### src/rtl/rgsb_ram.sv
module rgsb_ram #(
	parameter int WIDTH = 8,
	parameter int DEPTH = 16,
	localparam int AW = (DEPTH > 1) ? $clog2(DEPTH) : 1
) (
	input  logic             clk,
	input  logic             we,
	input  logic [AW-1:0]    waddr,
	input  logic [WIDTH-1:0] wdata,
	input  logic [AW-1:0]    raddr,
	output logic [WIDTH-1:0] rdata
);

	logic [WIDTH-1:0] mem [DEPTH];

	always_ff @(posedge clk) begin
		if (we) begin
			mem[waddr] <= wdata;
		end
		rdata <= mem[raddr];
	end

endmodule

### config.mk
export PLATFORM = sky130hd
export DESIGN_NAME = rgsb_ram
export DESIGN_NICKNAME = d
export VERILOG_FILES = /design/src/rtl/rgsb_ram.sv
export SDC_FILE = /design/constraint.sdc
export NUM_CORES = 1
export LEC_CHECK = 0
export ABC_AREA = 1
export BUFFER_PORTS_ARGS = -buffer_cell sky130_fd_sc_hd__clkbuf_2
export CAP_MARGIN = 15
export CORE_MARGIN = 10
export CORE_UTILIZATION = 63
export CTS_BUF_LIST = sky130_fd_sc_hd__clkbuf_8
export CTS_CLUSTER_DIAMETER = 30
export DETAILED_ROUTE_END_ITERATION = 10
export HOLD_SLACK_MARGIN = 0.1
export PLACE_DENSITY = 0.77
export SETUP_SLACK_MARGIN = 0.05
export SLEW_MARGIN = 25
export SYNTH_ARGS = -nofsm -noshare
export SYNTH_HDL_FRONTEND = slang
export SYNTH_SLANG_ARGS = --single-unit
### constraint.sdc
create_clock -name clk -period 1.4 [get_ports clk]
set_input_delay 0.07 -clock clk [delete_from_list [all_inputs] [get_ports clk]]
set_output_delay 0.07 -clock clk [all_outputs]
set_load 0.005 [all_outputs]
==> impl_metrics.csv <==
group,metric,value,unit
global_route,antenna_found_initial,0,
cts,htree_levels,4,
route,drtPass1Iterations,5,
place,place_congestion,0.847,
sta,finalCritPeriodShare,79.7,%
cts,cts_tree,"yes",
floorplan,core,8810,sq um
route,routedWlPerCell,17.2,um
worst_setup_path,max_stage_delay,0.54,ns
sta,max_freq,0.897,GHz
sta,setup_viol,0,
sta,worst_clock_skew,0.00988,ns
global_route,grt_remaining_overflow,0,
cts,clk_pin_slew,0.08,ns
global_route,grt_pass1_wl,20100,um
sta,period_needed,1.12,ns
hold_path,min-delay-start,"wdata[3]",
layout,synthToLayoutAreaGrowth,13.5,%
layout,layout-drive-gt1-share,13.6,%
worst_setup_path,worst_setup_path_start_kind,"input port",
logic_synthesis,ys_ff_latch,136,
worst_setup_path,r2r_slack,0.40,ns
route,drc_errors,0,
sta,setup_ws,0.285,ns
run,drv_cap,0,
global_route,grt_usage,20.2,%
place,portBuffers,25,
route,drtIter0Drc,336,
worst_setup_path,cp_common_cell,"nand3_1",
sta,slew_viol_final,0,
global_route,grt_max_degree,36,
logic_synthesis,ys_types,12,
place,dp_hpwl,7870,um
worst_setup_path,crit_path_top_delay_cell,"dlygate4sd3_1",
floorplan,io_pins,26,
cts,post_cts_buffers,0,
cts,clock_latency,0.44,ns
cts,post_cts_resized,0,
sta,hold_viol,0,
route,wl,12500,um
layout,layout_common_cells,"nand2_1, edfxtp_1, inv_1",
layout,fill_cells,611,
worst_setup_path,path_class,"in -> reg",
route,via_per_inst,5.36,
logic_synthesis,ys_warn_count,0,
worst_setup_path,setup.worst_path.end,"rdata[2]$_DFF_P_",
hold_path,hold_class,"in -> reg",
worst_setup_path,cp_max_fo,16,
worst_setup_path,startpoint,"raddr[2]",
sta,tns,0,ns
run_status,outcome,"finished clean",
route,vias,3884,
worst_setup_path,arrival,1.43,ns
layout,layout.nets,622,
floorplan,die_y,116,um
cts,cts.sinks,136,
power_and_ir_drop,irDropWorstVdd,0.000921,V
logic_synthesis,syn_avg_cell_area,10.5,sq um
sta,tightest_slew,0.405,ns
worst_setup_path,r2r-end,"rdata[5]$_DFF_P_",
cts,cts_buffer_depth,2,
worst_setup_path,required,1.72,ns
layout,final_common_cell,"nand2_1",
place,pre_cts_slack,0.220,ns
global_route,grt_pass1_vias,3908,
worst_setup_path,crit_buf_inv,4,
floorplan,start_util,65.5,%
route,antenna_left,0,
sta,grt_setup_unrepaired,"no",
worst_setup_path,cp.depth,7,
worst_setup_path,worstPathCellList,"dlygate4sd3_1, clkbuf_2, inv_1, buf_4, nand3_1, nand3_1, nand2_1",
sta,relSlewSlack,73.0,%
logic_synthesis,yosysSeqAreaShare,69.4,%
worst_setup_path,cp_top_family,"buffers and inverters",
floorplan,die-area,13400,sq um
logic_synthesis,syn_nets,569,
logic_synthesis,syn-instance-count,551,
logic_synthesis,netlist_area,5770,sq um
worst_setup_path,worst_setup_path_end_kind,"flop",
worst_setup_path,rr_worst_depth,6,
power_and_ir_drop,p_per_area,1270,nW/um^2
cts,cts_root_buf,"clkbuf_8",
worst_setup_path,timing.rr.start,"mem[7][5]$_DFFE_PP_",
cts,numCtsBuffers,17,
floorplan,rows,34,
floorplan,die_x,116,um
layout,n_antenna_cell,0,
power_and_ir_drop,leakage,2.89,nW
==> logic make-up after synthesis <==
group | Yosys count | share of synthesized area (%)
simple gates | 289 | 21.0
flops | 136 | 69.4
buf+inv | 126 | 9.52
==> power breakdown <==
group | switching (mW) | total, mW | internal [mW]
registers | 0.0330 | 4.58 | 4.55
clock network | 1.46 | 3.17 | 1.71
logic | 0.373 | 0.556 | 0.184
total | 1.86 | 8.31 | 6.44
==> Yosys cell counts <==
master	instances	area, sq um
nand3b_1	2	15.0
edfxtp_1	128	3840
dfxtp_1	8	160
buf_6	6	67.6
buf_1	1	3.75
buf_2	13	65.1
nand2_1	173	649
nor2_1	17	63.8
inv_2	2	7.51
buf_4	4	30.0
nand3_1	97	485
inv_1	100	375
==> cell type report <==
type / count / area (sq um) / share of cell area [%]
sequential: 136 / 4000 / 61.2
multi-input combinational: 289 / 1210 / 18.5
timing repair buffer: 58 / 413 / 6.31
inverter: 102 / 383 / 5.85
clock buffer: 20 / 275 / 4.20
tap: 108 / 135 / 2.06
clock inverter: 12 / 124 / 1.89
==> worst register-to-register path, delay by kind of cell, from the launching register on <==
| family | cells | cell delay, ns |
|---|---|---|
| buffers and inverters | 1 | 0.07 |
| flip-flops | 1 | 0.38 |
| AND/OR/NAND/NOR | 5 | 0.46 |
==> sequential cells by signal, indices dropped and copies added, names as in the netlist <==
signal	count
mem	128
rdata	8
==> timing repair <==
item | CTS | global route
hold endpoints to repair | 72 | 0
hold buffers | 6 | 0
endpoints found under the setup margin | 0 | 0
==> metrics by stage <==
stage / total power, mW / hold WS (ns) / cells / area [sq um] / util (%)
final: 8.31 / 0.118 / 725 / 6550 / 74.4
after floorplan: 4.98 / 0.169 / 551 / 5770 / -
after global placement: 5.19 / 0.447 / 687 / 6090 / 69.1
after detailed placement: 5.21 / 0.449 / 687 / 6090 / 69.1
after global routing: 8.61 / 0.121 / 725 / 6550 / 74.4
after CTS: 8.34 / 0.108 / 725 / 6550 / 74.4
==> metal layers <==
metal,track usage [%],part of all wire [%],vias to the layer above
met1,25.8,42,1832
met2,32.6,49,156
met4,7.76,1.7,0
met3,5.06,7.2,19
met5,0,0,-
li1,-,-,1877
==> worst min-delay path by stage <==
stage	to	slack, ns	cells after the start
2_1_floorplan	mem[0][0]$_DFFE_PP_	0.17	0
3_3_place_gp	rdata[7]	0.45	1
3_5_place_dp	rdata[5]	0.45	1
4_1_cts	mem[3][6]$_DFFE_PP_	0.11	1
5_1_grt	mem[3][6]$_DFFE_PP_	0.12	1
6_report	mem[1][3]$_DFFE_PP_	0.12	1
(Power assumes the default switching activity.)
