$ cat config.mk
export PLATFORM = sky130hd
export DESIGN_NAME = rgsb_div
export DESIGN_NICKNAME = d
export VERILOG_FILES = /design/src/rtl/rgsb_div.sv
export SDC_FILE = /design/constraint.sdc
export NUM_CORES = 1
export LEC_CHECK = 0
export BUFFER_PORTS_ARGS = -buffer_cell sky130_fd_sc_hd__buf_4
export CAP_MARGIN = 20
export CORE_MARGIN = 1.5
export CORE_UTILIZATION = 49
export CTS_CLUSTER_DIAMETER = 50
export DETAILED_ROUTE_END_ITERATION = 10
export PLACE_DENSITY = 0.78
export SLEW_MARGIN = 0
export SYNTH_ARGS = -nofsm -noshare
export SYNTH_HDL_FRONTEND = slang
export SYNTH_SLANG_ARGS = --single-unit
$ cat constraint.sdc
create_clock -name clk -period 1.9 [get_ports clk]
set_input_delay 0.19 -clock clk [delete_from_list [all_inputs] [get_ports clk]]
set_output_delay 0.19 -clock clk [all_outputs]
set_load 0.03 [all_outputs]
$ cat src/rtl/rgsb_div.sv
module rgsb_div #(
	parameter int IW = 13
) (
	input  logic          clk,
	input  logic          arst_n,
	input  logic          start,
	input  logic [IW-1:0] dividend,
	input  logic [6:0]    divisor,
	output logic          done,
	output logic [IW-1:0] quotient,
	output logic [6:0]    remainder
);

	localparam int CNTW = (IW > 1) ? $clog2(IW) : 1;

	logic            busy_q;
	logic [CNTW-1:0] cnt_q;
	logic [IW-1:0]   dvd_q;
	logic [IW-1:0]   quo_q;
	logic [6:0]      rem_q;
	logic [7:0]      trial;
	logic            qbit;
	logic [7:0]      rem_next;

	// One restoring step: shift in the next dividend bit, subtract if it fits.
	assign trial    = {rem_q, dvd_q[IW-1]};
	assign qbit     = (trial >= {1'b0, divisor});
	assign rem_next = qbit ? (trial - {1'b0, divisor}) : trial;

	always_ff @(posedge clk or negedge arst_n) begin
		if (!arst_n) begin
			busy_q <= 1'b0;
			done   <= 1'b0;
			cnt_q  <= '0;
			dvd_q  <= '0;
			quo_q  <= '0;
			rem_q  <= '0;
		end else begin
			done <= 1'b0;
			if (start) begin
				busy_q <= 1'b1;
				cnt_q  <= CNTW'(IW - 1);
				dvd_q  <= dividend;
				quo_q  <= '0;
				rem_q  <= '0;
			end else if (busy_q) begin
				dvd_q <= dvd_q << 1;
				quo_q <= IW'({quo_q, qbit});
				rem_q <= rem_next[6:0];
				if (cnt_q == '0) begin
					busy_q <= 1'b0;
					done   <= 1'b1;
				end else begin
					cnt_q <= cnt_q - 1'b1;
				end
			end
		end
	end

	assign quotient  = quo_q;
	assign remainder = rem_q;

endmodule

==> flow_summary.yaml <==
grt:
  grt-ovfl-total: 0
  grt_pass1_vias: 1622
  grt_antenna_before_repair: 0
  grt_pass1_wl_mm: 7.307
  grtUsageTotal_pct: 21.14
  grt_max_degree: 53
run:
  cap_violations: 0
clock_tree:
  cts.reportedPaths.clkPinSlew_ns: 0.08
  ctsLongestPathBuffers: 2
  cts_buffers: 5
  root_buffer: "clkbuf_8"
  clk-insertion-delay-late_ns: 0.29
  cts_tree: "done"
  cts.sink_count: 39
  cts_max_level: 2
synth:
  yosys_warnings: 0
  synth_cell_types: 30
  synth_area_leaders: "dfrtp_1, mux2i_1, nor2_1"
  synth.ff_latch_count: 39
  synth.net_count: 242
  syn_inst: 210
  synth_area_um2: 2069
  ys_seq_area_share_pct: 47.16
  synth.avg_cell_area_um2: 9.855
  synth_top_area_share_pct: 47.16
  yosysTopAreaCell: "dfrtp_1"
setup_path:
  r2r_cells: 9
  required_ns: 2.06
  start_kind: "flop"
  crit_slowest_cell: "nor3_4"
  r2r_slack_ns: -0.16
  rr_startpoint: "dvd_q[12]"
  path_cells: "inv_2 > ha_4 > fa_2 > nand2b_4 > a211oi_4 > nor3_4 > buf_4 > mux2i_2 > a211oi_2"
  worstSetupPathType: "flop to flop"
  worst-path-max-fanout: 8
  end_kind: "flop"
  crit_path_start: "dvd_q[12]"
  max_stage_delay_ns: 0.41
  timing.rr.end: "remainder[3]"
  arrival_ns: 2.22
drt:
  route.detailed.drc: 0
  firstDrtPassIters: 4
  wl_mm: 4.588
  vias_per_cell: 5.300
  drtAntennaViolNets: 0
  wl_per_cell_um: 14.03
  drtIter0Drc: 127
  route.vias.total: 1733
timing:
  worst_pin_slew_ns: 0.4956
  period_share_pct: 108.5
  relSlewSlack_pct: 66.96
  setup_tns_ns: -0.8284
  finalHoldViolCount: 0
  period_minus_slack_ns: 2.061
  rsz0062_at_grt: "yes"
  slew_viol_final: 0
  max_freq_mhz: 485.3
  setup_viol: 8
  finalWorstSetupSlack_ns: -0.1606
  hold_ws_ns: 0.1069
  skew_ns: 0.005389
worst_hold_path:
  hold_class: "input pin to flop"
  whs_path_depth: 3
  hp-start: "dividend[6]"
  min_to: "dvd_q[6]"
layout:
  fin_cells: 327
  areaGrowthSynthToFinish_pct: 37.55
  drive_gt1_share_pct: 39.71
  stdcell_area_um2: 2846
  nets: 308
  final_cell_mix: "buf_4, dfrtp_1, mux2i_1, nor2_1, o21ai_0"
  multi_input_area_um2: 1126
  final_util_pct: 70.65
  diodes: 0
  filler_cell_count: 328
  final_common_cell: "buf_4"
  final-seq-area_um2: 984.7
floorplanning:
  io_pins: 44
  die_y_um: 67.99
  rows: 23
  dieWidth_um: 67.99
  core_um2: 4029
  initial_utilization_pct: 51.37
  dieArea_um2: 4622
status:
  status: "finished with violations"
  violations: "setup timing"
power:
  powerDensity_nw_per_um2: 1176
  leakagePower_nw: 1.515
  peakVddDrop_v: 0.0005871
placement:
  place_hpwl_mm: 3.163
  dp.cells: 310
  io_buffers: 43
  placed_area_um2: 2651
  gp_congestion: 0.8521
## synthesized netlist by cell type, drive strengths merged
cell type	instances
or3	1
o31ai	1
inv	13
nor2	29
o21ai	17
nor4	2
xnor2	3
nand3	1
dfrtp	39
fa	1
a211oi	7
a31oi	1
a21oi	6
nand4	2
xor2	2
nor3	4
and2b	1
buf	2
mux2i	28
clkbuf	10
mux2	2
nand2b	8
a31o	2
nand2	17
a311oi	3
ha	8
## worst max path at each step
| stage | slack, ns | end |
|---|---|---|
| 4_1_cts | -0.14 | remainder[1] |
| 3_3_place_gp | -0.13 | remainder[0] |
| 2_1_floorplan | -0.12 | remainder[0] |
| 5_1_grt | -0.31 | remainder[3] |
| 6_report | -0.16 | remainder[3] |
| 3_5_place_dp | -0.25 | remainder[5] |
## worst max-delay path, delay by kind of cell (launching register included)
kind / cells / cell delay [ns]
and+or+nand+nor: 2 / 0.55
DFF: 1 / 0.39
adders and majority gates: 2 / 0.33
buffers and inverters: 2 / 0.28
muxes: 1 / 0.22
AOI/OAI and AO/OA: 2 / 0.15
## sequential cells by signal, summed over array words and instances (netlist names)
register   flops
remainder      7
cnt_q          4
dvd_q         13
busy_q         1
quotient      13
done           1
## through the flow
stage          setup slack [ns]  total power (W)
4_1_cts                 -0.1376         0.003302
3_5_place_dp            -0.2467         0.002640
2_1_floorplan           -0.1155         0.002095
5_1_grt                 -0.3102         0.003543
6_report                -0.1606         0.003348
3_3_place_gp            -0.1327         0.002590
## cells by family (layout without fill, tap and decap cells)
kind of cell	Yosys count	after routing	share of synthesized area, %
XOR/XNOR	5	5	2.116
multiplexers	30	30	14.63
AO/OA/AOI/OAI	37	37	11.12
flip-flops	39	39	47.16
AND/OR/NAND/NOR	65	65	14.39
buffers and inverters	25	92	4.777
adder cells (fa/ha/maj)	9	9	5.804
## final cells by class
cell class                 instances  share of cell area [%]
sequential                        39                   34.59
inverter                          13                   1.714
multi-input combinational        146                   39.56
timing repair buffer              71                   18.95
tap                               50                   2.198
clock buffer                       6                   2.549
clock inverter                     2                  0.4396
## where the power goes
part / switching, W / internal [W] / leakage (nW)
clock: 0.000291 / 0.000257 / 0.0412
sequential: 0.000107 / 0.000960 / 0.493
combinational: 0.000870 / 0.000863 / 0.981
total: 0.00127 / 0.00208 / 1.51
## timing repair
item                                    4_1_cts  5_1_grt
pin swaps                                     9        5
endpoints found under the setup margin        7        8
endpoints found under the hold margin        39        0
resized for setup                             5        4
buffers inserted                              6        2
hold buffers                                  1        0
cloned                                        0        0
## layer usage
layer | global-route usage, % | vias to the layer above | share of wire [%]
met2 | 35.68 | 52 | 50
met1 | 27.71 | 819 | 44
met4 | 5.500 | 0 | 0.98
met3 | 4.441 | 7 | 4.7
li1 | - | 855 | -
met5 | 0 | - | 0
No activity file was read; power rests on OpenSTA's default activity.
